$ cat config.mk
export PLATFORM = sky130hd
export DESIGN_NAME = spi_prep
export DESIGN_NICKNAME = d
export VERILOG_FILES = /design/src/spectral_peak_phase_interp_defines.svh /design/src/spi_pkg.sv /design/src/spi_prep.sv
export SDC_FILE = /design/constraint.sdc
export NUM_CORES = 1
export LEC_CHECK = 0
export BUFFER_PORTS_ARGS = -buffer_cell sky130_fd_sc_hd__clkbuf_2
export CAP_MARGIN = 20
export CORE_MARGIN = 10
export CORE_UTILIZATION = 45
export DETAILED_ROUTE_END_ITERATION = 6
export GPL_TIMING_DRIVEN = 0
export PLACE_DENSITY = 0.79
export SYNTH_ARGS = -nofsm -noshare
export SYNTH_HDL_FRONTEND = slang
export SYNTH_SLANG_ARGS = --single-unit
$ cat constraint.sdc
create_clock -name clk -period 5.8 [get_ports clk]
set_input_delay 0.58 -clock clk [delete_from_list [all_inputs] [get_ports clk]]
set_output_delay 0.58 -clock clk [all_outputs]
set_load 0.01 [all_outputs]
$ cat src/spectral_peak_phase_interp_defines.svh
// assertion macros for the spectral peak interpolator
// no dependencies
`ifndef SPECTRAL_PEAK_PHASE_INTERP_DEFINES_SVH
`define SPECTRAL_PEAK_PHASE_INTERP_DEFINES_SVH

// same-cycle implication, checked at every rising edge out of reset
`define SPI_ASSERT_NOW(label, ante, cons, msg) \
  label: assert property (@(posedge clk) disable iff (!rst_n) (ante) |-> (cons)) \
    else $error(msg);

// next-cycle implication
`define SPI_ASSERT_NEXT(label, ante, cons, msg) \
  label: assert property (@(posedge clk) disable iff (!rst_n) (ante) |=> (cons)) \
    else $error(msg);

`endif

$ cat src/spi_pkg.sv
// shared types, constants and the cordic angle table
// no dependencies
package spi_pkg;

  localparam int BIN_FRAC_BITS     = 8;
  localparam int CORDIC_STAGES_DEF = 16;
  localparam int VW                = 27;
  localparam int KW                = BIN_FRAC_BITS + 1;
  localparam logic [3:0] LOG2_FFT_RESET = 4'd10;
  localparam logic [31:0] HALF_TURN = 32'h8000_0000;

  typedef struct packed {
    logic signed [VW-1:0] x;
    logic signed [VW-1:0] y;
    logic [31:0]          ang;
    logic                 zero;
  } vec_t;

  typedef struct packed {
    logic               channel;
    logic [KW-1:0]      kf;
    logic               ki_odd;
    logic [23:0]        mag_near;
    logic [23:0]        mag_far;
    logic signed [15:0] time_near;
    logic signed [15:0] time_far;
    logic [15:0]        freq;
  } side_t;

  function automatic logic [31:0] atan_turn(input logic [4:0] i);
    logic [31:0] a;
    case (i)
      5'd0:  a = 32'h20000000;
      5'd1:  a = 32'h12E4051E;
      5'd2:  a = 32'h09FB385B;
      5'd3:  a = 32'h051111D4;
      5'd4:  a = 32'h028B0D43;
      5'd5:  a = 32'h0145D7E1;
      5'd6:  a = 32'h00A2F61E;
      5'd7:  a = 32'h00517C55;
      5'd8:  a = 32'h0028BE53;
      5'd9:  a = 32'h00145F2F;
      5'd10: a = 32'h000A2F98;
      5'd11: a = 32'h000517CC;
      5'd12: a = 32'h00028BE6;
      5'd13: a = 32'h000145F3;
      5'd14: a = 32'h0000A2F9;
      5'd15: a = 32'h0000517C;
      5'd16: a = 32'h000028BE;
      5'd17: a = 32'h0000145F;
      5'd18: a = 32'h00000A2F;
      5'd19: a = 32'h00000517;
      5'd20: a = 32'h0000028B;
      5'd21: a = 32'h00000145;
      5'd22: a = 32'h000000A2;
      5'd23: a = 32'h00000051;
      default: a = 32'h0;
    endcase
    return a;
  endfunction

endpackage

$ cat src/spi_prep.sv
// first stage: nearest bin, fraction, frequency shift and cordic pre-rotation
// depends on spi_pkg
module spi_prep
  import spi_pkg::*;
(
  input  logic               clk,
  input  logic               rst_n,
  input  logic               en,
  input  logic               vld_in,
  input  logic               channel,
  input  logic [19:0]        bin_position,
  input  logic [2:0]         band,
  input  logic [23:0]        mag_near,
  input  logic [23:0]        mag_far,
  input  logic signed [15:0] time_near,
  input  logic signed [15:0] time_far,
  input  logic signed [15:0] re_near,
  input  logic signed [15:0] im_near,
  input  logic signed [15:0] re_far,
  input  logic signed [15:0] im_far,
  input  logic [3:0]         log2_fft,
  output logic               vld_r,
  output side_t              side_r,
  output vec_t               near_r,
  output vec_t               far_r
);

  localparam logic [BIN_FRAC_BITS-1:0] HALF_F = BIN_FRAC_BITS'(1) << (BIN_FRAC_BITS - 1);

  function automatic vec_t pre_rot(input logic signed [15:0] re, input logic signed [15:0] im);
    vec_t v;
    logic signed [VW-1:0] xs;
    logic signed [VW-1:0] ys;
    xs = VW'(re) <<< 8;
    ys = VW'(im) <<< 8;
    v.zero = (re == 16'sd0) && (im == 16'sd0);
    if (xs < 0) begin
      v.x   = -xs;
      v.y   = -ys;
      v.ang = HALF_TURN;
    end else begin
      v.x   = xs;
      v.y   = ys;
      v.ang = 32'h0;
    end
    return v;
  endfunction

  logic [19-BIN_FRAC_BITS:0]  ip;
  logic [BIN_FRAC_BITS-1:0]   frac;
  logic                       round_up;
  logic [20:0]                ki;
  logic [20+BIN_FRAC_BITS:0]  kipos;
  logic [20+BIN_FRAC_BITS:0]  xw;
  logic [20+BIN_FRAC_BITS:0]  kdiff;
  logic signed [6:0]          sh;
  logic [35:0]                fwide;
  side_t                      side_nxt;

  always_comb begin
    ip       = bin_position[19:BIN_FRAC_BITS];
    frac     = bin_position[BIN_FRAC_BITS-1:0];
    round_up = (frac > HALF_F) || ((frac == HALF_F) && ip[0]);
    ki       = 21'(ip) + 21'(round_up);
    kipos    = (21+BIN_FRAC_BITS)'(ki) << BIN_FRAC_BITS;
    xw       = (21+BIN_FRAC_BITS)'(bin_position);
    kdiff    = (kipos < xw) ? (xw - kipos) : (kipos - xw);
    sh       = 7'(BIN_FRAC_BITS) + 7'(log2_fft) + 7'(band) - 7'sd16;
    if (sh <= 0) begin
      fwide = 36'(bin_position) << 6'(-sh);
    end else begin
      fwide = (36'(bin_position) + (36'(1) << 6'(sh - 7'sd1))) >> 6'(sh);
    end
    side_nxt.channel   = channel;
    side_nxt.kf        = kdiff[KW-1:0];
    side_nxt.ki_odd    = ki[0];
    side_nxt.mag_near  = mag_near;
    side_nxt.mag_far   = mag_far;
    side_nxt.time_near = time_near;
    side_nxt.time_far  = time_far;
    side_nxt.freq      = fwide[15:0];
  end

  always_ff @(posedge clk) begin
    if (!rst_n) begin
      vld_r <= 1'b0;
    end else if (en) begin
      vld_r <= vld_in;
    end
  end

  always_ff @(posedge clk) begin
    if (en) begin
      side_r <= side_nxt;
      near_r <= pre_rot(re_near, im_near);
      far_r  <= pre_rot(re_far, im_far);
    end
  end

endmodule

---- Word-level counts from Yosys, hierarchy flattened ----
Cells that the tools add are included.
Widths: inputs -> output; s select.
word-level totals
  bits in registers ....................... 282
  output and inout bits ................... 282
  logic and storage cells ................. 55
cells by class
  add/sub/neg operators ................... 13
  magnitude comparators ................... 5
  equality and inequality tests ........... 1
  shift-type cells ........................ 3
  muxes and demuxes ....................... 4
  reduce and logical (&&, ||, !) cells .... 8
operators by type and width
  kind                  count
  $mux 86               2
  $neg 24->27           4
  $logic_not 16->1      4
  $lt 24x1->1 const B   2
  $add 20x36->36        1
  $shl 1x6->36 const A  1
  $shr 36x6->16         1
  $lt 21x20->1          1
  $shl 20x6->16         1
  $sub 9x9->9           2
  $mux 16               1
  $add 12x1->13         1
  $mux 9                1
  $eq 8x8->1 const B    1
  $gt 8x8->1 const B    1
  $le 7x1->1 const B    1
  $sub 6x5->7 const B   1
  $add 5x3->6           1
  $neg 6->6             1
  $sub 6x2->6 const B   1
  $add 4x4->5 const A   1
  $logic_and 1x1->1     3
  $logic_or 1x1->1      1

---- Longest topological paths before layout ----
  depth in word-level cells ............... 8
  mapped depth ............................ 26
  mapped depth without buffers ............ 22

---- Worst setup path before layout ----
No wires, ideal clock.
  path type ............................... input -> register
  start point ............................. input band[0]
  end point ............................... register side_r[7] in the netlist's numbering (data pin)
  setup time .............................. 259 ps
  arrival time ............................ 5730 ps
  required time ........................... 5541 ps
  path slack .............................. -188 ps
  stages .................................. 26
  buffers on the path ..................... 4
  cells stage by stage .................... ha_1 fa_1 clkbuf_1 inv_2 clkbuf_1 ha_1 clkbuf_1 nand2_1 o21ai_0 clkbuf_1 nor2_1 nand2_1 nor3_1 ha_1 inv_1 fa_1 nand2b_1 a211oi_2 nor3_2 a21oi_1 nor2_1 xor2_1 a21oi_1 mux2i_1 mux2_2 a211o_1
between the ends
  word-level cells in the longest chain between the ends .. 7
ends and longest elaborated chain
  item                  line            RTL
  start, declared       spi_prep.sv:12  input logic [2:0] band,
  $add 5x3->6 (*)       spi_prep.sv:68  sh = 7'(BIN_FRAC_BITS) + 7'(log2_fft) + 7'(band) - 7'sd16;
  $sub 6x5->7 (*)       spi_prep.sv:68
  $sub 6x2->6           spi_prep.sv:72  fwide = (36'(bin_position) + (36'(1) << 6'(sh - 7'sd1))) >> 6'(sh);
  $shl 1x6->36          spi_prep.sv:72
  $add 20x36->36        spi_prep.sv:72
  $shr 36x6->16         spi_prep.sv:72
  $mux 16 (*)           spi_prep.sv:69  if (sh <= 0) begin
  named net fwide[7]    spi_prep.sv:57  logic [35:0] fwide;
  end signal, assigned  spi_prep.sv:94  side_r <= side_nxt;
  end, declared         spi_prep.sv:23  output side_t side_r,
The timed path passes the listed nets; every way through them passes the cells marked *.
A chain may end at the register's enable or synchronous reset.

---- Worst setup path in the final report ----
Ends and elaborated chain as after synthesis.

==> flow_metrics.py <==
metrics = {
    "power": {
        "power_mw": 4.13,
        "power.density_mw_per_mm2": 271,
        "vdd_drop_max_mv": 0.228,
        "leakagePower_nw": 6.65,
    },
    "timing": {
        "fmax_ghz": 0.178,
        "setup_slack_ps": 188,
        "finalCritPeriodShare": 0.968,
        "finalHoldViolations": 0,
        "holdWs_ps": 310,
        "period_minus_slack_ps": 5610,
        "tightest_slew_ps": 647,
        "fin_skew_ps": 0,
        "setup_violations": 0,
        "grt_setup_unrepaired": "false",
        "tns_ps": 0,
        "slew_violations": 0,
        "relSlewSlack": 0.568,
    },
    "layout": {
        "regArea_mm2": 0.00564,
        "multi_input_area_mm2": 0.00558,
        "final_layout_size_suffix_gt1_frac": 0.361,
        "fin_area_mm2": 0.0152,
        "num-fill-cells": 2097,
        "area_growth_pct": 30.3,
        "utilization": 0.600,
        "finalNetCount": 1793,
        "layoutNonFillerInstCount": 1917,
    },
    "worst_setup_path": {
        "cp_slowest_stage_delay_ps": 580,
        "cp.required_ps": 5990,
        "r2r-start": "vld_r",
        "crit_buf_inv": 5,
        "rrSetupSlack_ps": 5190,
        "critPathLaunch": "band[0]",
        "r2r_end": "vld_r",
        "crit_arrival_ps": 5810,
        "worstPathMaxFanout": 12,
        "cpMaxStageDelayCell": "fa_2",
        "reg2reg_depth": 2,
        "start_kind": "input pin",
        "critPathKind": "in2reg",
        "endpoint_kind": "flop",
        "cp_top_family": "adder cells",
    },
    "synth": {
        "ys_seq_area_frac": 0.483,
        "syn-cell-area_mm2": 0.0117,
        "ys_ff_latch": 188,
        "yosys_warnings": 0,
        "synth-edff-count": 187,
        "yosys_most_used_dff": "edfxtp_1",
        "post_synth_num_cell_types": 74,
        "synth_top_area_share": 0.481,
        "yosys.area.top_type": "edfxtp_1",
        "netlist_top_cells_area": "edfxtp_1, buf_4, xnor2_1",
        "synthCells": 1087,
        "async_flop_share": 0,
        "avgSynthCellArea_um2": 10.7,
    },
    "place": {
        "place.gp.congestion": 0.949,
        "dp.cells": 1879,
        "hpwl_mm": 33.4,
        "placed_cell_area_mm2": 0.0143,
        "pre_cts_ws_ps": -1510,
        "portBuffers": 362,
    },
    "clocking": {
        "cts.sinks": 188,
        "cts_tree": "done",
        "cts_made_buffers": 17,
        "cts_root_buf": "clkbuf_16",
        "path_clk_slew_ps": 90,
        "cts_htree_levels": 4,
        "clock_latency_ps": 430,
        "ctsHoldBuffers": 0,
        "clk_path_buf_depth": 2,
    },
    "worst_hold_path": {
        "hp-class": "in2reg",
        "whs_endpoint": "side_r[41]",
        "worstHoldPathCells": 1,
        "hold_start": "time_near[9]",
    },
    "route": {
        "avgRoutedWirePerCell_um": 21.3,
        "via_per_inst": 5.37,
        "firstDrtPassIters": 6,
        "antenna_left": 0,
        "drc": 0,
        "drt-initial-drc-count": 917,
        "wl_mm": 40.9,
        "via_count": 10300,
    },
    "grt": {
        "grt_usage": 0.237,
        "grt_pass1_wl_mm": 60.7,
        "globalRouteOverflowTotal": 0,
        "grt_pass1_vias": 10200,
        "antenna_found_initial": 3,
        "grt_start_max_net_pins": 126,
    },
    "run": {
        "maxCapViolCount": 0,
    },
    "outcome": {
        "status": "finished clean",
    },
    "floorplanning": {
        "core_area_mm2": 0.0253,
        "die_area_mm2": 0.0328,
        "die_w_um": 181,
        "start_util": 0.461,
        "pin_count": 458,
        "num_rows": 58,
        "fp.dieH_um": 181,
    },
}
==> synthesized netlist by cell type, drive strengths merged (6+ instances only) <==
master,n
a211oi,13
a21o,10
a21oi,52
a31oi,12
and3,6
buf,102
clkbuf,33
edfxtp,187
ha,42
inv,36
mux2,14
mux2i,29
nand2,91
nand2b,13
nand3,23
nand4,9
nor2,68
nor2b,6
nor3,37
nor4,8
o211ai,18
o21a,10
o21ai,61
o22ai,9
o31ai,19
o41ai,10
or3,6
or4,9
xnor2,72
xor2,20
==> worst max path at each step <==
stage               slack, ps   endpoint  cells past startpoint
floorplan                  20  side_r[7]                     26
global placement        -1490  side_r[7]                     27
detailed placement      -1510  side_r[7]                     27
CTS                        50  side_r[2]                     24
global route                8  side_r[7]                     22
finish                    190  side_r[7]                     25
==> state kept, by name, summed over array words and instances (netlist names) <==
signal and flops:
near_r 40, far_r 40, side_r 107, vld_r 1
==> power breakdown <==
part / switching, mW / total (mW) / leakage [nW] / internal (mW)
clock network: 0.621 / 1.23 / 0.308 / 0.607
registers: 0.0359 / 1.69 / 1.83 / 1.65
logic: 0.748 / 1.21 / 4.51 / 0.464
==> worst reg2reg max path: cells and delay by family (launching register included) <==
kind | cells | cell delay (ps)
AND/OR/NAND/NOR | 1 | 140
flip-flops | 1 | 340
multiplexers | 1 | 70
==> cells in the final DEF, fill, tap and decap left out, drive strengths merged, types with 18 or more instances in the layout <==
cell type,synthesis,layout
o31ai,19,19
nand2,91,91
ha,42,42
o21ai,61,61
mux2i,29,29
buf,102,119
nor2,68,68
edfxtp,187,187
o211ai,18,18
nor3,37,37
xnor2,72,72
clkbuf,33,401
a21oi,52,52
conb,1,100
inv,36,45
xor2,20,20
nand3,23,23
==> cell families after synthesis <==
| logic type | Yosys count | synth area share |
|---|---|---|
| xor+xnor | 92 | 0.0706 |
| fa+ha+maj | 44 | 0.0484 |
| simple gates | 291 | 0.120 |
| flops | 188 | 0.483 |
| buf+inv | 171 | 0.0859 |
| mux | 48 | 0.0480 |
| compound gates | 252 | 0.144 |
| other cells | 1 | 0.000321 |
==> layout make-up <==
| cell class | count | share of cell area |
|---|---|---|
| timing repair buffer | 373 | 0.126 |
| clock buffer | 17 | 0.0280 |
| sequential | 188 | 0.371 |
| antenna | 1 | 0.000165 |
| buffer | 130 | 0.0578 |
| clock inverter | 15 | 0.0143 |
| tap | 330 | 0.0271 |
| multi-input combinational | 827 | 0.367 |
| inverter | 36 | 0.00889 |
==> per-layer routing <==
layer	global-route usage	routed length, um	vias up	share of wire
met1	0.261	14700	4799	0.36
met4	0.109	1770	6	0.043
li1	-	-	4822	-
met2	0.422	20800	576	0.51
met3	0.0559	3520	93	0.086
met5	0	46	-	0.0011
==> timing repair <==
action	CTS	global route
buffers inserted	3	7
endpoints found under the setup margin	16	16
resized for setup	27	26
pin swaps	3	6
cloned	0	0
Note: power is estimated with default switching activity, not from simulation.
