<file path="src/spectral_peak_phase_interp_defines.svh">
// assertion macros for the spectral peak interpolator
// no dependencies
`ifndef SPECTRAL_PEAK_PHASE_INTERP_DEFINES_SVH
`define SPECTRAL_PEAK_PHASE_INTERP_DEFINES_SVH

// same-cycle implication, checked at every rising edge out of reset
`define SPI_ASSERT_NOW(label, ante, cons, msg) \
  label: assert property (@(posedge clk) disable iff (!rst_n) (ante) |-> (cons)) \
    else $error(msg);

// next-cycle implication
`define SPI_ASSERT_NEXT(label, ante, cons, msg) \
  label: assert property (@(posedge clk) disable iff (!rst_n) (ante) |=> (cons)) \
    else $error(msg);

`endif

</file>
<file path="src/spi_pkg.sv">
// shared types, constants and the cordic angle table
// no dependencies
package spi_pkg;

  localparam int BIN_FRAC_BITS     = 8;
  localparam int CORDIC_STAGES_DEF = 16;
  localparam int VW                = 27;
  localparam int KW                = BIN_FRAC_BITS + 1;
  localparam logic [3:0] LOG2_FFT_RESET = 4'd10;
  localparam logic [31:0] HALF_TURN = 32'h8000_0000;

  typedef struct packed {
    logic signed [VW-1:0] x;
    logic signed [VW-1:0] y;
    logic [31:0]          ang;
    logic                 zero;
  } vec_t;

  typedef struct packed {
    logic               channel;
    logic [KW-1:0]      kf;
    logic               ki_odd;
    logic [23:0]        mag_near;
    logic [23:0]        mag_far;
    logic signed [15:0] time_near;
    logic signed [15:0] time_far;
    logic [15:0]        freq;
  } side_t;

  function automatic logic [31:0] atan_turn(input logic [4:0] i);
    logic [31:0] a;
    case (i)
      5'd0:  a = 32'h20000000;
      5'd1:  a = 32'h12E4051E;
      5'd2:  a = 32'h09FB385B;
      5'd3:  a = 32'h051111D4;
      5'd4:  a = 32'h028B0D43;
      5'd5:  a = 32'h0145D7E1;
      5'd6:  a = 32'h00A2F61E;
      5'd7:  a = 32'h00517C55;
      5'd8:  a = 32'h0028BE53;
      5'd9:  a = 32'h00145F2F;
      5'd10: a = 32'h000A2F98;
      5'd11: a = 32'h000517CC;
      5'd12: a = 32'h00028BE6;
      5'd13: a = 32'h000145F3;
      5'd14: a = 32'h0000A2F9;
      5'd15: a = 32'h0000517C;
      5'd16: a = 32'h000028BE;
      5'd17: a = 32'h0000145F;
      5'd18: a = 32'h00000A2F;
      5'd19: a = 32'h00000517;
      5'd20: a = 32'h0000028B;
      5'd21: a = 32'h00000145;
      5'd22: a = 32'h000000A2;
      5'd23: a = 32'h00000051;
      default: a = 32'h0;
    endcase
    return a;
  endfunction

endpackage

</file>
<file path="src/spi_interp.sv">
// phase unwrap and linear interpolation: select, multiply, sum and round
// depends on spi_pkg
module spi_interp
  import spi_pkg::*;
(
  input  logic               clk,
  input  logic               rst_n,
  input  logic               en,
  input  logic               vld_in,
  input  side_t              side_in,
  input  vec_t               near_in,
  input  vec_t               far_in,
  output logic               vld_r,
  output logic               channel_r,
  output logic [23:0]        mag_r,
  output logic signed [15:0] time_r,
  output logic [15:0]        phase_r,
  output logic [15:0]        freq_r
);

  localparam logic [KW-1:0] ONE_K  = KW'(1) << BIN_FRAC_BITS;
  localparam logic [KW-1:0] HALF_K = KW'(1) << (BIN_FRAC_BITS - 1);
  localparam int MW = KW + 24;
  localparam int TW = KW + 16;
  localparam int PW = 32 + KW + 1;

  // select stage
  logic          s1_vld_r;
  logic          s1_ch_r;
  logic [15:0]   s1_freq_r;
  logic [KW-1:0] s1_wn_r, s1_wf_r, s1_wp_r;
  logic [23:0]   s1_mn_r, s1_mf_r;
  logic [15:0]   s1_tn_r, s1_tf_r;
  logic [31:0]   s1_base_r, s1_d_r;
  logic [31:0]   ph0, ph1;
  logic          lo_half;

  always_comb begin
    ph0 = near_in.zero ? 32'h0 : near_in.ang;
    ph1 = far_in.zero ? 32'h0 : far_in.ang;
    if (side_in.ki_odd) begin
      ph0 = ph0 + HALF_TURN;
    end else begin
      ph1 = ph1 + HALF_TURN;
    end
    lo_half = side_in.kf < HALF_K;
  end

  always_ff @(posedge clk) begin
    if (en) begin
      s1_ch_r   <= side_in.channel;
      s1_freq_r <= side_in.freq;
      s1_wn_r   <= ONE_K - side_in.kf;
      s1_wf_r   <= side_in.kf;
      s1_mn_r   <= side_in.mag_near;
      s1_mf_r   <= side_in.mag_far;
      s1_tn_r   <= side_in.time_near ^ 16'sh8000;
      s1_tf_r   <= side_in.time_far ^ 16'sh8000;
      s1_base_r <= lo_half ? ph0 : ph1;
      s1_d_r    <= lo_half ? (ph1 - ph0) : (ph0 - ph1);
      s1_wp_r   <= lo_half ? side_in.kf : (ONE_K - side_in.kf);
    end
  end

  // multiply stage
  logic                 s2_vld_r;
  logic                 s2_ch_r;
  logic [15:0]          s2_freq_r;
  logic [MW-1:0]        s2_pmn_r, s2_pmf_r;
  logic [TW-1:0]        s2_ptn_r, s2_ptf_r;
  logic signed [PW-1:0] s2_pp_r;
  logic [31:0]          s2_base_r;

  always_ff @(posedge clk) begin
    if (en) begin
      s2_ch_r   <= s1_ch_r;
      s2_freq_r <= s1_freq_r;
      s2_pmn_r  <= MW'(s1_wn_r) * MW'(s1_mn_r);
      s2_pmf_r  <= MW'(s1_wf_r) * MW'(s1_mf_r);
      s2_ptn_r  <= TW'(s1_wn_r) * TW'(s1_tn_r);
      s2_ptf_r  <= TW'(s1_wf_r) * TW'(s1_tf_r);
      s2_pp_r   <= PW'($signed(s1_d_r)) * $signed(PW'(s1_wp_r));
      s2_base_r <= s1_base_r;
    end
  end

  // sum and round stage, output register
  logic [MW:0]          msum;
  logic [TW:0]          tsum;
  logic signed [PW-1:0] pstep;
  logic [31:0]          res;
  logic [31:0]          rnd;

  always_comb begin
    msum  = (MW+1)'(s2_pmn_r) + (MW+1)'(s2_pmf_r) + (MW+1)'(HALF_K);
    tsum  = (TW+1)'(s2_ptn_r) + (TW+1)'(s2_ptf_r) + (TW+1)'(HALF_K);
    pstep = (s2_pp_r + $signed(PW'(HALF_K))) >>> BIN_FRAC_BITS;
    res   = s2_base_r + pstep[31:0];
    rnd   = res + 32'h0000_8000;
  end

  always_ff @(posedge clk) begin
    if (en) begin
      channel_r <= s2_ch_r;
      freq_r    <= s2_freq_r;
      mag_r     <= msum[BIN_FRAC_BITS +: 24];
      time_r    <= $signed(tsum[BIN_FRAC_BITS +: 16] ^ 16'h8000);
      phase_r   <= rnd[31:16];
    end
  end

  always_ff @(posedge clk) begin
    if (!rst_n) begin
      s1_vld_r <= 1'b0;
      s2_vld_r <= 1'b0;
      vld_r    <= 1'b0;
    end else if (en) begin
      s1_vld_r <= vld_in;
      s2_vld_r <= s1_vld_r;
      vld_r    <= s2_vld_r;
    end
  end

endmodule

</file>
<file path="config.mk">
export PLATFORM = sky130hd
export DESIGN_NAME = spi_interp
export DESIGN_NICKNAME = d
export VERILOG_FILES = /design/src/spectral_peak_phase_interp_defines.svh /design/src/spi_pkg.sv /design/src/spi_interp.sv
export SDC_FILE = /design/constraint.sdc
export NUM_CORES = 2
export LEC_CHECK = 0
export ABC_AREA = 1
export ABC_CLOCK_PERIOD_IN_PS = 12200
export BUFFER_PORTS_ARGS = -buffer_cell sky130_fd_sc_hd__buf_2
export CAP_MARGIN = 20
export CORE_MARGIN = 5
export CORE_UTILIZATION = 55
export DETAILED_ROUTE_END_ITERATION = 16
export PLACE_DENSITY = 0.76
export SLEW_MARGIN = 20
export SYNTH_ARGS = -nofsm -noshare
export SYNTH_HDL_FRONTEND = slang
export SYNTH_SLANG_ARGS = --single-unit
</file>
<file path="constraint.sdc">
create_clock -name clk -period 12.2 [get_ports clk]
set_clock_uncertainty 0.2 [all_clocks]
set_input_delay 0.61 -clock clk [delete_from_list [all_inputs] [get_ports clk]]
set_output_delay 0.61 -clock clk [all_outputs]
set_load 0.01 [all_outputs]
</file>
Word level (Yosys, flattened, before mapping)
Cells that the tools add are included.

Output and inout port bits: 74. Input bits: 285. Word-level logic and storage cells: 55. Register bits: 465.

Add/sub/neg operators: 12. Bitwise logic cells: 3. $lt $le $gt $ge: 1. $mul: 5. Muxes and demuxes: 7.

Operators with widths (count): 32-bit 2-to-1 mux (6); 32-bit adder (2); 32-bit adder, second input constant (2); 9-bit by 24-bit multiplier with 32-bit output (2); 32-bit subtractor (2); 9-bit by 16-bit multiplier with 24-bit output (2); 40-bit by 9-bit adder with 40-bit output, second input constant (1); 32-bit by 10-bit multiplier with 40-bit output (1); 32-bit by 16-bit adder with 32-bit output, second input constant (1); 32-bit by 8-bit adder with 32-bit output, second input constant (1); 24-bit adder (1); 24-bit by 8-bit adder with 24-bit output, second input constant (1); 9-bit by 8-bit < comparator with 1-bit output, second input constant (1); 9-bit 2-to-1 mux (1); 9-bit subtractor, first input constant (1); 1-bit NOT (3).

Logic depth before layout (Yosys ltp)
Depth in word-level cells: 5. Gate-level depth with buffers: 26. Depth with buffers taken out: 24.

Worst setup path after synthesis
OpenSTA, ideal clock, no wires.

Path kind: reg-to-reg. Start: register s1_wp_r[1]. End: register s2_pp_r[38], data pin. Data required time: 11747 ps. Arrival time: 4670 ps. Cell stages (with the launch flop): 21. Period minus slack after synthesis: 5122 ps. Setup time: 253 ps. Slack: 7078 ps. Path buffers: 1. Cells stage by stage: edfxtp_1 > clkbuf_1 > nand2_1 > fa_1 > inv_1 > fa_1 > inv_1 > fa_1 > inv_1 > fa_1 > inv_1 > fa_1 > inv_1 > ha_1 > inv_1 > nor3_1 > nand2_1 > nor2_1 > nand4_1 > nand4_1 > nand2_1.

Word-level cells in the longest chain between the ends: 1.

RTL lines: start, declared (RTL line spi_interp.sv:31) `logic [KW-1:0] s1_wn_r, s1_wf_r, s1_wp_r;`; start signal, assigned (RTL line spi_interp.sv:61) `s1_wp_r <= lo_half ? side_in.kf : (ONE_K - side_in.kf);`; 32-bit by 10-bit multiplier with 40-bit output (RTL line spi_interp.sv:82) `s2_pp_r <= PW'($signed(s1_d_r)) * $signed(PW'(s1_wp_r));`; end signal, assigned (RTL line spi_interp.sv:82); end, declared (RTL line spi_interp.sv:71) `logic signed [PW-1:0] s2_pp_r;`.

No other way between the ends. A chain may end at the register's enable or synchronous reset.

Worst setup path in the final report
Same ends and word-level chain as after synthesis.

==> impl_summary.log <==
[metrics] worst reg-to-reg path cell count: 20
[metrics] initial core utilization: 55.6%
[metrics] sinks on the clock net: 456
[metrics] maximum clock insertion buffer count: 3
[metrics] Std-Cell Core Area: 107000 µm²
[metrics] RePlAce Congestion: 1.01
[metrics] setup repair after global routing missed its margin: no
[metrics] Inserted Clock Buffers: 55
[metrics] first-pass GRT wire length: 258 mm
[metrics] transition time of the tightest slew-check pin: 1050 ps
[metrics] number of failing hold endpoints at the final stage: 0
[metrics] non-filler instance count after layout: 9252
[metrics] data required time of the critical path: 12410 ps
[metrics] number of gates resized after CTS: 0
[metrics] number of global-route vias before repair: 50300
[metrics] largest net degree at the start of global routing: 169
[metrics] highest fanout seen on the critical path: 31
[metrics] clock tree root buffer cell: sky130_fd_sc_hd__clkbuf_16
[metrics] class of the most critical setup path: reg2reg
[metrics] sequential cell area fraction in the yosys report: 22.9%
[metrics] total number of vias: 49300
[metrics] upper clock frequency limit: 175 MHz
[metrics] setup slack, reg-to-reg: 6490 ps
[metrics] die width: 339 µm
[metrics] launching point of the worst reg2reg path: s1_wp_r[1]
[metrics] total routed wirelength: 158 mm
[metrics] launching element of the worst setup path: s1_wp_r[1]
[metrics] TritonCTS clock tree: done
[metrics] mean cell area of the mapped netlist: 7.85 µm²
[metrics] number of max-slew violations in the final report: 0
[metrics] half-perimeter wire length after detailed placement: 126 mm
[metrics] final period demand of the worst path: 5710 ps
[metrics] crit start category: flip-flop
[metrics] synthesized area: 59700 µm²
[metrics] synth warn: 0
[metrics] drt first-iter violations: 3749
[metrics] number of ports placed on the die boundary: 359
[metrics] outcome: completed
[metrics] overall fraction of global-route tracks in use: 27.6%
[metrics] worst hold path class: in2reg
[metrics] number of antenna violations at the first check in global routing: 10
[metrics] post-detailed-route count of antenna-violating nets: 0
[metrics] net count of the mapped netlist: 9110
[metrics] area added between synthesis and finish: 8.76%
[metrics] number of search-and-repair iterations in the first detailed-routing pass: 6
[metrics] count of state elements after synthesis: 456
[metrics] IO buf count: 250
[metrics] setup ws final: 6490 ps
[metrics] latest clock arrival within the worst-skew pair: 660 ps
[metrics] most frequently used flop master after synthesis: sky130_fd_sc_hd__edfxtp_1
[metrics] Final Setup Violations: 0
[metrics] count of unique library cells instantiated by Yosys: 48
[metrics] FFs w/ async S/R, synth: 0%
[metrics] share of the cycle needed by the critical path after routing: 46.8%
[metrics] clock input transition at the sequential cells of the worst setup and hold paths: 70 ps
[metrics] CTS H-tree depth: 2
[metrics] critical register-to-register path endpoint: s2_pp_r[38]
[metrics] cell count after placement: 9043
[metrics] net count reported at finish: 9312
[metrics] summed negative setup slack over all endpoints: 0 ps
[metrics] Post-Synthesis Cells: 7598
[metrics] # DRC: 0
[metrics] Setup crit end kind: flip-flop
[metrics] share of post-route cells with drive strength above 1: 5.23%
[metrics] Die ar.: 115000 µm²
[metrics] arrival time of data at the critical path endpoint: 5930 ps
[metrics] endpoint of the most critical setup path: s2_pp_r[38]
[metrics] Post-synth EDFFs: 453
[metrics] vias per cell: 5.32
[metrics] Worst slew margin: 30.2%
[metrics] residual overflow from global routing: 0
[metrics] worst-case setup slack after placement: 6500 ps
[metrics] floorplan die height: 339 µm
[metrics] number of max-cap violations: 0
[metrics] Cell Rows: 120
[metrics] routed wire length per instance: 17.1 µm
## per-stage QoR
step           utilization (%)  hold slack, ps  instance area [µm²]
6_report                  60.5            41.2                64900
3_5_place_dp              57.8             205                62000
2_1_floorplan                -             200                59700
3_3_place_gp              57.8             200                62000
4_1_cts                   60.4            4.62                64900
5_1_grt                   60.5            12.7                64900
## cells by family (layout without fill, tap and decap cells)
kind of cell             after synthesis  after routing  synth area share [%]
AND/OR/NAND/NOR                     2926           2926                  19.7
other                                  0              7                     0
flip-flops                           456            456                  22.9
AO/OA/AOI/OAI                        637            637                  5.86
XOR/XNOR                             217            217                  3.18
buffers and inverters               2134           2378                  13.5
multiplexers                           1              1                0.0168
adder cells (fa/ha/maj)             1227           1227                  34.9
## Yosys cell counts, types with 6 or more instances
| library cell | instances | area [µm²] |
|---|---|---|
| sky130_fd_sc_hd__nor4_1 | 20 | 125 |
| sky130_fd_sc_hd__xor2_1 | 165 | 1450 |
| sky130_fd_sc_hd__a21o_1 | 31 | 233 |
| sky130_fd_sc_hd__buf_2 | 10 | 50.1 |
| sky130_fd_sc_hd__a21boi_0 | 15 | 113 |
| sky130_fd_sc_hd__xnor2_1 | 52 | 455 |
| sky130_fd_sc_hd__nand4_1 | 65 | 407 |
| sky130_fd_sc_hd__inv_1 | 1889 | 7090 |
| sky130_fd_sc_hd__o21ai_0 | 203 | 1020 |
| sky130_fd_sc_hd__edfxtp_1 | 453 | 13600 |
| sky130_fd_sc_hd__nor2_1 | 355 | 1330 |
| sky130_fd_sc_hd__nand3_1 | 219 | 1100 |
| sky130_fd_sc_hd__nand2_1 | 2162 | 8120 |
| sky130_fd_sc_hd__a21oi_1 | 296 | 1480 |
| sky130_fd_sc_hd__nor2_2 | 14 | 87.6 |
| sky130_fd_sc_hd__fa_1 | 732 | 14700 |
| sky130_fd_sc_hd__nand3b_1 | 6 | 45.0 |
| sky130_fd_sc_hd__buf_1 | 19 | 71.3 |
| sky130_fd_sc_hd__a31oi_1 | 17 | 106 |
| sky130_fd_sc_hd__o211ai_1 | 10 | 75.1 |
| sky130_fd_sc_hd__o21bai_1 | 42 | 315 |
| sky130_fd_sc_hd__o21ai_1 | 9 | 45.0 |
| sky130_fd_sc_hd__nor3_1 | 56 | 280 |
| sky130_fd_sc_hd__ha_1 | 495 | 6190 |
| sky130_fd_sc_hd__clkbuf_1 | 209 | 785 |
## cell type report
class	count	area [µm²]
clock buffer	63	1410
inverter	1893	7110
multi-input combinational	5008	38000
fill	9424	42500
sequential	456	13700
antenna	7	17.5
clock inverter	36	414
timing repair buffer	386	2550
tap	1403	1760
## state kept, by name, summed over array words and instances (netlist names), 8 cells and up
| name | count |
|---|---|
| freq_r | 16 |
| s2_pmf_r | 32 |
| s2_pmn_r | 32 |
| mag_r | 24 |
| s1_mf_r | 24 |
| s1_wf_r | 8 |
| s1_wp_r | 8 |
| s1_wn_r | 9 |
| s2_ptf_r | 24 |
| s1_mn_r | 24 |
| s1_base_r | 32 |
| s1_freq_r | 16 |
| time_r | 16 |
| s2_ptn_r | 24 |
| s1_d_r | 32 |
| s1_tf_r | 16 |
| s2_pp_r | 33 |
| s1_tn_r | 16 |
| s2_freq_r | 16 |
| s2_base_r | 32 |
| phase_r | 16 |
## worst min-delay path by stage
stage	start	end	slack (ps)	cells past startpoint
after detailed placement	s2_freq_r[14]	freq_r[14]	200	0
after floorplan	s2_ch_r	channel_r	200	0
after CTS	side_in[67]	s1_mf_r[19]	5	1
after global placement	s2_freq_r[9]	freq_r[9]	200	0
final	side_in[104]	s1_wf_r[7]	40	1
after global routing	side_in[103]	s1_wf_r[6]	10	1
## placed cells by master, fill, tap and decap left out, drive strengths merged, types with 31 or more instances in the layout
cell / n
edfxtp: 453
fa: 732
nor3: 61
clkbuf: 63
o21bai: 42
nor2: 371
xor2: 165
xnor2: 52
dlygate4sd3: 103
nand2: 2168
a21o: 31
a21oi: 296
nand3: 220
ha: 495
inv: 1901
o21ai: 215
nand4: 66
buf: 283
## timing repair
action                    CTS  global route
hold buffers              102             1
hold endpoints to repair  102             1
buffers inserted            0             0
## layer usage
layer / vias to the layer above / part of all wire, % / GRT usage, %
li1: 23300 / - / -
met1: 23700 / 41 / 36.8
met2: 1907 / 47 / 46.1
met5: - / 0.016 / 0
met3: 358 / 7.6 / 4.04
met4: 4 / 3.8 / 10.2
## worst max-delay path, cell delays in order, from the launching register on
cell and delay, ps:
sky130_fd_sc_hd__edfxtp_1 320, sky130_fd_sc_hd__buf_4 370, sky130_fd_sc_hd__nand2_1 220, sky130_fd_sc_hd__fa_1 610, sky130_fd_sc_hd__inv_1 130, sky130_fd_sc_hd__fa_1 500
sky130_fd_sc_hd__inv_1 50, sky130_fd_sc_hd__fa_1 540, sky130_fd_sc_hd__inv_1 50, sky130_fd_sc_hd__fa_1 470, sky130_fd_sc_hd__inv_1 50, sky130_fd_sc_hd__fa_1 510
sky130_fd_sc_hd__inv_1 40, sky130_fd_sc_hd__ha_1 340, sky130_fd_sc_hd__inv_1 90, sky130_fd_sc_hd__nor3_1 310, sky130_fd_sc_hd__nand2_1 130, sky130_fd_sc_hd__nor2_1 160
sky130_fd_sc_hd__o21ai_0 180, sky130_fd_sc_hd__nand4_1 110, sky130_fd_sc_hd__nand2_1 70
Power is not shown: default switching activity piles up to over one toggle a cycle in this logic, so the estimate is an artifact.
