## src/spectral_peak_phase_interp_defines.svh

```systemverilog
// assertion macros for the spectral peak interpolator
// no dependencies
`ifndef SPECTRAL_PEAK_PHASE_INTERP_DEFINES_SVH
`define SPECTRAL_PEAK_PHASE_INTERP_DEFINES_SVH

// same-cycle implication, checked at every rising edge out of reset
`define SPI_ASSERT_NOW(label, ante, cons, msg) \
  label: assert property (@(posedge clk) disable iff (!rst_n) (ante) |-> (cons)) \
    else $error(msg);

// next-cycle implication
`define SPI_ASSERT_NEXT(label, ante, cons, msg) \
  label: assert property (@(posedge clk) disable iff (!rst_n) (ante) |=> (cons)) \
    else $error(msg);

`endif

```

## src/spi_pkg.sv

```systemverilog
// shared types, constants and the cordic angle table
// no dependencies
package spi_pkg;

  localparam int BIN_FRAC_BITS     = 8;
  localparam int CORDIC_STAGES_DEF = 16;
  localparam int VW                = 27;
  localparam int KW                = BIN_FRAC_BITS + 1;
  localparam logic [3:0] LOG2_FFT_RESET = 4'd10;
  localparam logic [31:0] HALF_TURN = 32'h8000_0000;

  typedef struct packed {
    logic signed [VW-1:0] x;
    logic signed [VW-1:0] y;
    logic [31:0]          ang;
    logic                 zero;
  } vec_t;

  typedef struct packed {
    logic               channel;
    logic [KW-1:0]      kf;
    logic               ki_odd;
    logic [23:0]        mag_near;
    logic [23:0]        mag_far;
    logic signed [15:0] time_near;
    logic signed [15:0] time_far;
    logic [15:0]        freq;
  } side_t;

  function automatic logic [31:0] atan_turn(input logic [4:0] i);
    logic [31:0] a;
    case (i)
      5'd0:  a = 32'h20000000;
      5'd1:  a = 32'h12E4051E;
      5'd2:  a = 32'h09FB385B;
      5'd3:  a = 32'h051111D4;
      5'd4:  a = 32'h028B0D43;
      5'd5:  a = 32'h0145D7E1;
      5'd6:  a = 32'h00A2F61E;
      5'd7:  a = 32'h00517C55;
      5'd8:  a = 32'h0028BE53;
      5'd9:  a = 32'h00145F2F;
      5'd10: a = 32'h000A2F98;
      5'd11: a = 32'h000517CC;
      5'd12: a = 32'h00028BE6;
      5'd13: a = 32'h000145F3;
      5'd14: a = 32'h0000A2F9;
      5'd15: a = 32'h0000517C;
      5'd16: a = 32'h000028BE;
      5'd17: a = 32'h0000145F;
      5'd18: a = 32'h00000A2F;
      5'd19: a = 32'h00000517;
      5'd20: a = 32'h0000028B;
      5'd21: a = 32'h00000145;
      5'd22: a = 32'h000000A2;
      5'd23: a = 32'h00000051;
      default: a = 32'h0;
    endcase
    return a;
  endfunction

endpackage

```

## src/spi_cordic_stage.sv

```systemverilog
// one registered cordic vectoring stage for both bins, sideband carried along
// depends on spi_pkg
module spi_cordic_stage
  import spi_pkg::*;
#(
  parameter int STAGE = 0
) (
  input  logic  clk,
  input  logic  rst_n,
  input  logic  en,
  input  logic  vld_in,
  input  side_t side_in,
  input  vec_t  near_in,
  input  vec_t  far_in,
  output logic  vld_r,
  output side_t side_r,
  output vec_t  near_r,
  output vec_t  far_r
);

  localparam logic [31:0] ATAN = atan_turn(5'(STAGE));

  function automatic vec_t rotate(input vec_t v);
    vec_t o;
    logic signed [VW-1:0] xs;
    logic signed [VW-1:0] ys;
    xs = v.x >>> STAGE;
    ys = v.y >>> STAGE;
    o.zero = v.zero;
    if (v.y >= 0) begin
      o.x   = v.x + ys;
      o.y   = v.y - xs;
      o.ang = v.ang + ATAN;
    end else begin
      o.x   = v.x - ys;
      o.y   = v.y + xs;
      o.ang = v.ang - ATAN;
    end
    return o;
  endfunction

  always_ff @(posedge clk) begin
    if (!rst_n) begin
      vld_r <= 1'b0;
    end else if (en) begin
      vld_r <= vld_in;
    end
  end

  always_ff @(posedge clk) begin
    if (en) begin
      side_r <= side_in;
      near_r <= rotate(near_in);
      far_r  <= rotate(far_in);
    end
  end

endmodule

```

## config.mk

```make
export PLATFORM = sky130hd
export DESIGN_NAME = spi_cordic_stage
export DESIGN_NICKNAME = d
export VERILOG_FILES = /design/src/spectral_peak_phase_interp_defines.svh /design/src/spi_pkg.sv /design/src/spi_cordic_stage.sv
export SDC_FILE = /design/constraint.sdc
export NUM_CORES = 1
export LEC_CHECK = 0
export ABC_CLOCK_PERIOD_IN_PS = 7500
export BUFFER_PORTS_ARGS = -buffer_cell sky130_fd_sc_hd__buf_2
export CAP_MARGIN = 25
export CORE_AREA = 2 2 220 222
export DETAILED_ROUTE_END_ITERATION = 10
export DIE_AREA = 0 0 222 224
export SETUP_SLACK_MARGIN = 0.1
export SLEW_MARGIN = 15
export SYNTH_ARGS = -nofsm -noshare
export SYNTH_HDL_FRONTEND = slang
export SYNTH_SLANG_ARGS = --single-unit
```

## constraint.sdc

```tcl
create_clock -name clk -period 7.5 [get_ports clk]
set_input_delay 1.5 -clock clk [delete_from_list [all_inputs] [get_ports clk]]
set_output_delay 1.5 -clock clk [all_outputs]
set_load 0.05 [all_outputs]
```

== Yosys cells after proc, flatten, opt, wreduce, memory -nomap -nowiden ==
Cells that the tools add are included.
Word-level totals
  bits in registers: 282
  bits of input ports: 285
  output and inout bits: 282
  logic and storage cells: 31
Operators by class
  $add $sub $neg: 10
  order comparisons: 2
  multiplexer cells: 2
Operators with widths (number)
  2-to-1 mux 86 bit: 2
  subtractor 27 bit: 4
  adder 32 x 30 -> 32 bit, second input constant: 2
  subtractor 32 x 30 -> 32 bit, second input constant: 2
  adder 27 bit: 2
  greater-or-equal comparator 27 x 1 -> 1 bit, second input constant: 2

== Logic depth before layout (Yosys ltp) ==
Gate-level depths: netlist (run 1).
  depth after elaboration: 2
  gate-level depth with buffers: 12
  depth with buffers taken out: 12

== Worst setup path before layout (run 1) ==
Ideal clock, no wire load.
  path kind: input -> register
  start point: input far_in[33] (netlist bit)
  end point: register far_r[59] (netlist bit) (data pin)
  setup time: 260 ps
  data arrival time: 3789 ps
  data required time: 7240 ps
  setup slack: 3452 ps
  stages on the path: 11
  buffers on the path: 0
  cell sequence: ha_1 > fa_1 > nor2b_1 > o21bai_1 > a31oi_1 > o31ai_2 > a31oi_2 > a311o_2 > o41a_1 > o21ai_2 > xor2_1
Between the ends
  word-level cells in the longest chain between the ends: 2
  elaborated cells on any way between the ends: 4
  classes of those cells: 2 x add/sub; 1 x order compare; 1 x mux
RTL lines
  start: declaration: RTL line spi_cordic_stage.sv:14  | input vec_t far_in,
  adder 27 bit (tied with other cells): RTL line spi_cordic_stage.sv:36  | o.y = v.y + xs;
  2-to-1 mux 86 bit (*): RTL line spi_cordic_stage.sv:30  | if (v.y >= 0) begin
  end signal: assignment: RTL line spi_cordic_stage.sv:54  | far_r <= rotate(far_in);
  end: declaration: RTL line spi_cordic_stage.sv:18  | output vec_t far_r
Every way passes the cells marked *; elsewhere a longest branch is shown, timed or not.
A chain may end at the register's enable or synchronous reset.

== Worst setup path in the final report (run 1) ==
  start point: input near_in[60] (netlist bit)
  end point: register near_r[86] (netlist bit) (data pin)
Between the ends
  word-level cells in the longest chain between the ends: 2
  elaborated cells on any way between the ends: 3
  classes of those cells: 2 x add/sub; 1 x mux
RTL lines
  start: declaration: RTL line spi_cordic_stage.sv:13  | input vec_t near_in,
  subtractor 27 bit or adder 27 bit (tied branches): RTL line spi_cordic_stage.sv:35, spi_cordic_stage.sv:31
  2-to-1 mux 86 bit (*): RTL line spi_cordic_stage.sv:30
  end signal: assignment: RTL line spi_cordic_stage.sv:53  | near_r <= rotate(near_in);
  end: declaration: RTL line spi_cordic_stage.sv:17  | output vec_t near_r,
Marks and branches as above.

==> impl_metrics.ini, run 1 <==
[power]
clockPowerShare = 0.298
power.share.sequential = 0.379
internal_power_w = 0.003313
peakVddDrop_mv = 0.1495
p_per_area_mw_per_mm2 = 245.6
swShare = 0.3773
combPwrFrac = 0.323
p_leak_nw = 9.561
netSwitchingPower_w = 0.002008

[logic_synthesis]
ys.flop_type = edfxtp_1
ys_ff_latch = 280
syn_area_mm2 = 0.01717
synth-compound-area-share = 0.1665
synth-adder-area-share = 0.1230
synth_top_family_by_area = compound AO/OA/AOI/OAI gates
yosysTopAreaCell = edfxtp_1
async_flop_share = 0
yosys_warnings = 0
synthMuxAreaShare = 0.01821
yosysSeqAreaShare = 0.4890
synthDominantCellAreaShare = 0.4879
synth-xor-area-share = 0.05355
netlist_instances = 1611
synthSimpleGateAreaFrac = 0.09865
syn_area_per_cell_um2 = 10.66
synthTopCellsByArea = edfxtp_1 49%, ha_1 11%, a21oi_1 4.4%
synth_nets = 2060
synth_cell_type_count = 78
synth_edf_count = 279

[timing]
holdWs_ns = 0.5134
rsz0062_at_grt = no
setup_violations = 0
hold_viol = 0
fin_crit_sh = 0.5749
fin_crit_ns = 4.312
fin_ws_ns = 3.188
fmax_ghz = 0.2319
tightest_slew_ns = 0.9993
fin_skew_ns = 0
finalSetupTns_ns = 0
relSlewSlack = 0.3251
maxSlewViolCount = 0

[min_path]
worstHoldPathCells = 2
hp-start = vld_r
worstHoldPathType = flip-flop to flip-flop

[detailed_routing]
drt-pass1-iter-count = 6
num_vias = 14635
drtAntennaViolNets = 0
wl_per_cell_um = 21.63
viasPerCell = 5.223
drt_iter0_markers = 1239
drc = 0
drt_wl_total_um = 60610

[cts]
cts_setup_buffers = 0
ctsResizeCount = 0
cts_max_path_buffers = 3
cts_root_buf = clkbuf_16
clock-sinks = 280
clk_latency_ns = 0.55
cts_tree = yes
cts_made_buffers = 35
postCtsHoldBufs = 0
h-tree-depth = 2
clkTransAtPathRegs_ns = 0.05

[floorplanning]
fp.dieW_um = 222
core_area_mm2 = 0.04735
die-area_mm2 = 0.04973
die_y_um = 224
start_util = 0.3627
rows = 80
io_pins = 567

[final_layout]
syn_to_final_growth_pct = 26.13
multi_input_area_mm2 = 0.007898
n_fill_cell = 4551
seq_area_mm2 = 0.008398
drive_above_1_share = 0.2980
nNetsFinal = 2606

[critical_path]
cp-startpoint = near_in[60]
endpoint = near_r[86]
crit_top_cell = a21oi_1
crit_slowest_cell = o31ai_1
reg2reg_setup_slack_ns = 6.90
critical_path.cell_chain = buf_2 > inv_1 > ha_1 > fa_1 > nand2b_1 > a21oi_1 > o41ai_1 > o2111a_1 > o31ai_1 > a21oi_1 > o311a_1 > a21oi_1 > xor2_1
crit_path_end_kind = flip-flop
start_kind = input port
critPathArrivalTime_ns = 4.59
reg2reg_from = vld_r
crit_type = input port to flip-flop
r2r_end = vld_r
reg2regPathDepth = 2
worst-endpoint-required_ns = 7.78
worstPathMaxFanout = 4
slowest_delay_ns = 0.60

[placement]
place_ws_ns = 2.711
numPortBuffers = 566
dp_hpwl_um = 48350
place.gp.congestion = 0.9662

[global_route]
grt_max_degree = 125
grt_pass1_vias = 14339
grt-ovfl-total = 0
grt_pass1_wl_um = 88780
grt_use_total = 0.2355
antenna_found_initial = 12

[flow_run]
max_cap_viol_count = 0

[status]
outcome = finished, final reports clean
[through the flow]
stage	instances	util	area, µm²	power, W
floorplan	1611	-	17170	0.003237
global placement	2735	0.4348	20580	0.003755
detailed placement	2735	0.4348	20580	0.003760
CTS	2793	0.4570	21640	0.005377
global route	2799	0.4573	21650	0.005553
finish	2802	0.4575	21660	0.005321
[registers in the layout (all words and copies together), names as in the netlist]
| signal | flops |
|---|---|
| far_r | 86 |
| side_r | 107 |
| near_r | 86 |
| vld_r | 1 |
[area by class of cell]
cell class	count	share of cell area
Clock inverter	15	0.006816
Multi-Input combinational cell	1103	0.3646
Antenna cell	9	0.001040
Clock buffer	43	0.04182
Inverter	165	0.02859
Timing Repair Buffer	572	0.1339
Sequential cell	280	0.3877
Tap cell	615	0.03552
[how the worst min path moves through the flow]
stage                        to  slack [ns]
after floorplan           vld_r        0.74
after global placement    vld_r        0.50
after detailed placement  vld_r        0.51
after CTS                 vld_r        0.52
after global routing      vld_r        0.56
final                     vld_r        0.51
[worst max-delay path, delay by kind of cell]
kind / cells / cell delay (ns)
xor gates and xnor gates: 1 / 0.08
adders and majority gates: 2 / 0.61
AOI/OAI and AO/OA: 7 / 2.07
and+or+nand+nor: 1 / 0.18
buffers and inverters: 2 / 0.14
[metal layers]
metal,part of all wire,routed length (µm),track usage
met5,0.00045,27,0
met4,0.028,1705,0.08086
met3,0.076,4634,0.05719
met2,0.49,29420,0.3967
met1,0.41,24820,0.2961
[Yosys cell counts (4+ instances only)]
| library cell | count |
|---|---|
| a211o_1 | 6 |
| o2111ai_1 | 5 |
| a2111oi_0 | 5 |
| and2_1 | 6 |
| edfxtp_1 | 279 |
| nor4_1 | 11 |
| clkinv_1 | 5 |
| nand2_1 | 67 |
| clkbuf_1 | 36 |
| nand2b_1 | 28 |
| nor2_1 | 126 |
| o211ai_1 | 11 |
| nor3_1 | 25 |
| nor3b_1 | 4 |
| xnor2_1 | 85 |
| nor2b_1 | 20 |
| a211oi_1 | 11 |
| xor2_1 | 20 |
| inv_2 | 6 |
| or3_1 | 11 |
| o21ai_1 | 14 |
| a21o_1 | 20 |
| buf_2 | 11 |
| nand4_1 | 8 |
| inv_1 | 154 |
| o21ai_0 | 105 |
| nand3_1 | 16 |
| a21oi_1 | 150 |
| fa_1 | 8 |
| o31ai_1 | 22 |
| or2_2 | 6 |
| mux2i_1 | 29 |
| buf_1 | 14 |
| a221oi_1 | 7 |
| a31oi_1 | 9 |
| o21a_1 | 14 |
| o21bai_1 | 20 |
| ha_1 | 156 |
| a311oi_1 | 5 |
| or4_1 | 7 |
| o31a_1 | 6 |
[power groups by stage]
| stage | sequential, W | combinational, W | clock (W) |
|---|---|---|---|
| floorplan | 0.00266 | 0.000578 | 0 |
| global placement | 0.00204 | 0.00171 | 0 |
| detailed placement | 0.00205 | 0.00171 | 0 |
| CTS | 0.00202 | 0.00172 | 0.00164 |
| global route | 0.00203 | 0.00183 | 0.00169 |
| finish | 0.00201 | 0.00172 | 0.00159 |
[cell families (layout without fill, tap and decap cells)]
| family | after synthesis | count (layout) |
|---|---|---|
| and+or+nand+nor | 350 | 350 |
| DFF | 280 | 280 |
| buffers and inverters | 228 | 795 |
| adders and majority gates | 164 | 164 |
| xor gates and xnor gates | 105 | 105 |
| AOI/OAI and AO/OA | 453 | 453 |
| other | 0 | 9 |
| muxes | 31 | 31 |
[placed cells by master (no fill, tap or decap), drive strengths merged, types with 6 or more instances in the layout]
| master | Yosys | final |
|---|---|---|
| xnor2 | 85 | 85 |
| diode | 0 | 9 |
| a31oi | 11 | 11 |
| nand4 | 8 | 8 |
| a211o | 6 | 6 |
| a211oi | 11 | 11 |
| nand2b | 28 | 28 |
| o31a | 6 | 6 |
| inv | 160 | 163 |
| or3 | 11 | 11 |
| buf | 27 | 572 |
| o21bai | 20 | 20 |
| edfxtp | 279 | 279 |
| a21o | 20 | 20 |
| or2 | 8 | 8 |
| o211ai | 11 | 11 |
| clkbuf | 36 | 43 |
| ha | 156 | 156 |
| mux2i | 29 | 29 |
| o21ai | 120 | 120 |
| nand2 | 67 | 67 |
| clkinv | 5 | 15 |
| a221oi | 8 | 8 |
| fa | 8 | 8 |
| a21oi | 151 | 151 |
| nor2 | 126 | 126 |
| nor2b | 20 | 20 |
| or4 | 7 | 7 |
| xor2 | 20 | 20 |
| and2 | 6 | 6 |
| o21a | 14 | 14 |
| a2111oi | 6 | 6 |
| o31ai | 24 | 24 |
| nor3 | 27 | 27 |
| nand3 | 16 | 16 |
| nor4 | 11 | 11 |
Power figures use the tool's default switching activity.
==> run 2, diff against run 1 <==
--- a/config.mk
+++ b/config.mk
@@ -5,7 +5,7 @@
 export SDC_FILE = /design/constraint.sdc
 export NUM_CORES = 1
 export LEC_CHECK = 0
-export ABC_CLOCK_PERIOD_IN_PS = 7500
+export ABC_CLOCK_PERIOD_IN_PS = 3500
 export BUFFER_PORTS_ARGS = -buffer_cell sky130_fd_sc_hd__buf_2
 export CAP_MARGIN = 25
 export CORE_AREA = 2 2 220 222
==> constraint.sdc (replaced) <==
create_clock -name clk -period 3.5 [get_ports clk]
set_input_delay 0.7 -clock clk [delete_from_list [all_inputs] [get_ports clk]]
set_output_delay 0.7 -clock clk [all_outputs]
set_load 0.05 [all_outputs]
==> run 2 against run 1 <==
  * Cell count rose by 6.8%
  * Combinational power increased by 130%
  * Die area unchanged
  * Sequential cell count unchanged
  * Largest power group unchanged
  * Highest routed layer unchanged
==> impl_metrics.ini, run 2 (synthesis gave the netlist of run 1 again) <==
[status]
outcome = finished, final reports clean

[placement]
placed_area_mm2 = 0.02202
place_ws_ns = -0.2518
numPortBuffers = 566
dp_cells = 2925
place.gp.congestion = 0.9323
dp_hpwl_um = 51230

[detailed_routing]
drt_wl_total_um = 62400
drt-pass1-iter-count = 7
drtAntennaViolNets = 0
drt_iter0_markers = 1235
viasPerCell = 5.090
num_vias = 15228
drc = 0
wl_per_cell_um = 20.86

[global_route]
grt_use_total = 0.2427
grt-ovfl-total = 0
grt_max_degree = 75
grt_pass1_vias = 15131
antenna_found_initial = 15
grt_pass1_wl_um = 91130

[cts]
cts_made_buffers = 34
clock-sinks = 280
ctsResizeCount = 0
cts_tree = yes
cts_setup_buffers = 0
cts_max_path_buffers = 3
postCtsHoldBufs = 0
cts_root_buf = clkbuf_16
h-tree-depth = 2
clk_latency_ns = 0.54
clkTransAtPathRegs_ns = 0.06

[timing]
hold_viol = 0
setup_violations = 0
fmax_ghz = 0.3115
fin_crit_ns = 3.210
maxSlewViolCount = 0
relSlewSlack = 0.5740
fin_ws_ns = 0.2896
tightest_slew_ns = 0.6390
fin_skew_ns = 0
fin_crit_sh = 0.9172
rsz0062_at_grt = no

[critical_path]
worst-endpoint-required_ns = 3.80
critPathArrivalTime_ns = 3.51
worstPathMaxFanout = 4
critical_path.cell_chain = buf_2 > ha_1 > fa_1 > nor2b_1 > o21bai_1 > a31oi_1 > o31ai_2 > a31oi_2 > a311o_2 > o41a_1 > o21ai_2 > xor2_1
crit_path_end_kind = flip-flop
start_kind = input port
crit_slowest_cell = fa_1
path_buf_inv = 1
cpLargestDelayFamily = compound AO/OA/AOI/OAI gates
slowest_delay_ns = 0.42
crit_type = input port to flip-flop

[final_layout]
drive_above_1_share = 0.3556
top_register = side_r
final_common_cell = buf_2
postLayoutCellArea_mm2 = 0.02315
fin_util = 0.4889
layout_common_cells = 565 x buf_2, 279 x edfxtp_1, 194 x buf_4
final_cells = 2992
reg_top3 = side_r x107, far_r x86, near_r x86
syn_to_final_growth_pct = 34.79
nNetsFinal = 2795
largest_reg_flops = 107
n_fill_cell = 4426

[floorplanning]
core_area_mm2 = 0.04735
start_util = 0.3627
fp.dieW_um = 222
die-area_mm2 = 0.04973
rows = 80
die_y_um = 224
io_pins = 567

[min_path]
worstHoldPathType = input port to flip-flop

[power]
p_leak_nw = 10.51
peakVddDrop_mv = 0.3665
p_per_area_mw_per_mm2 = 508.6
power.total_w = 0.01177

[flow_run]
max_cap_viol_count = 0
==> run 2: changes by cell type in the layout (fill, tap and decap cells not counted), moves of 3 or more <==
cell,before,now
clkinv_1,8,12
clkbuf_1,8,1
clkbuf_8,0,3
buf_4,5,194
==> run 2: final cells by class <==
type,count,area [µm²],area share
Tap cell,615,769.5,0.03324
Sequential cell,280,8398,0.3628
Timing Repair Buffer,762,4339,0.1875
Clock inverter,20,205.2,0.008865
Inverter,165,619.3,0.02676
Antenna cell,9,22.52,0.0009730
Clock buffer,38,895.9,0.03870
Multi-Input combinational cell,1103,7898,0.3412
==> run 2: final timing paths <==
path	depth (start not counted)	to	from	slack (ns)
max	12	far_r[59]	far_in[33]	0.29
min	1	side_r[48]	side_in[48]	0.31
max reg2reg	2	vld_r	vld_r	2.92
min reg2reg	2	vld_r	vld_r	0.51
==> run 2: layer usage <==
metal	share of wire	track usage	vias up
met3	0.084	0.07398	101
met5	0.0010	0	-
li1	-	-	7272
met2	0.47	0.3918	543
met4	0.045	0.1153	10
met1	0.40	0.2975	7302
==> run 2: power breakdown <==
group	switching [W]	internal [W]
Sequential	0.000127	0.00418
Combinational	0.00278	0.00120
Clock	0.00147	0.00201
==> run 2: worst register-to-register path, stage by stage (launching register included) <==
cell,delay (ns)
dfxtp_1,0.30
mux2i_1,0.12
nor2b_1,0.06
==> run 2: stage by stage <==
stage	TNS, ns	hold slack (ns)
after floorplan	0	0.7429
after detailed placement	-2.544	0.5067
after global routing	0	0.2884
after CTS	0	0.2761
final	0	0.3105
after global placement	-1.908	0.4981
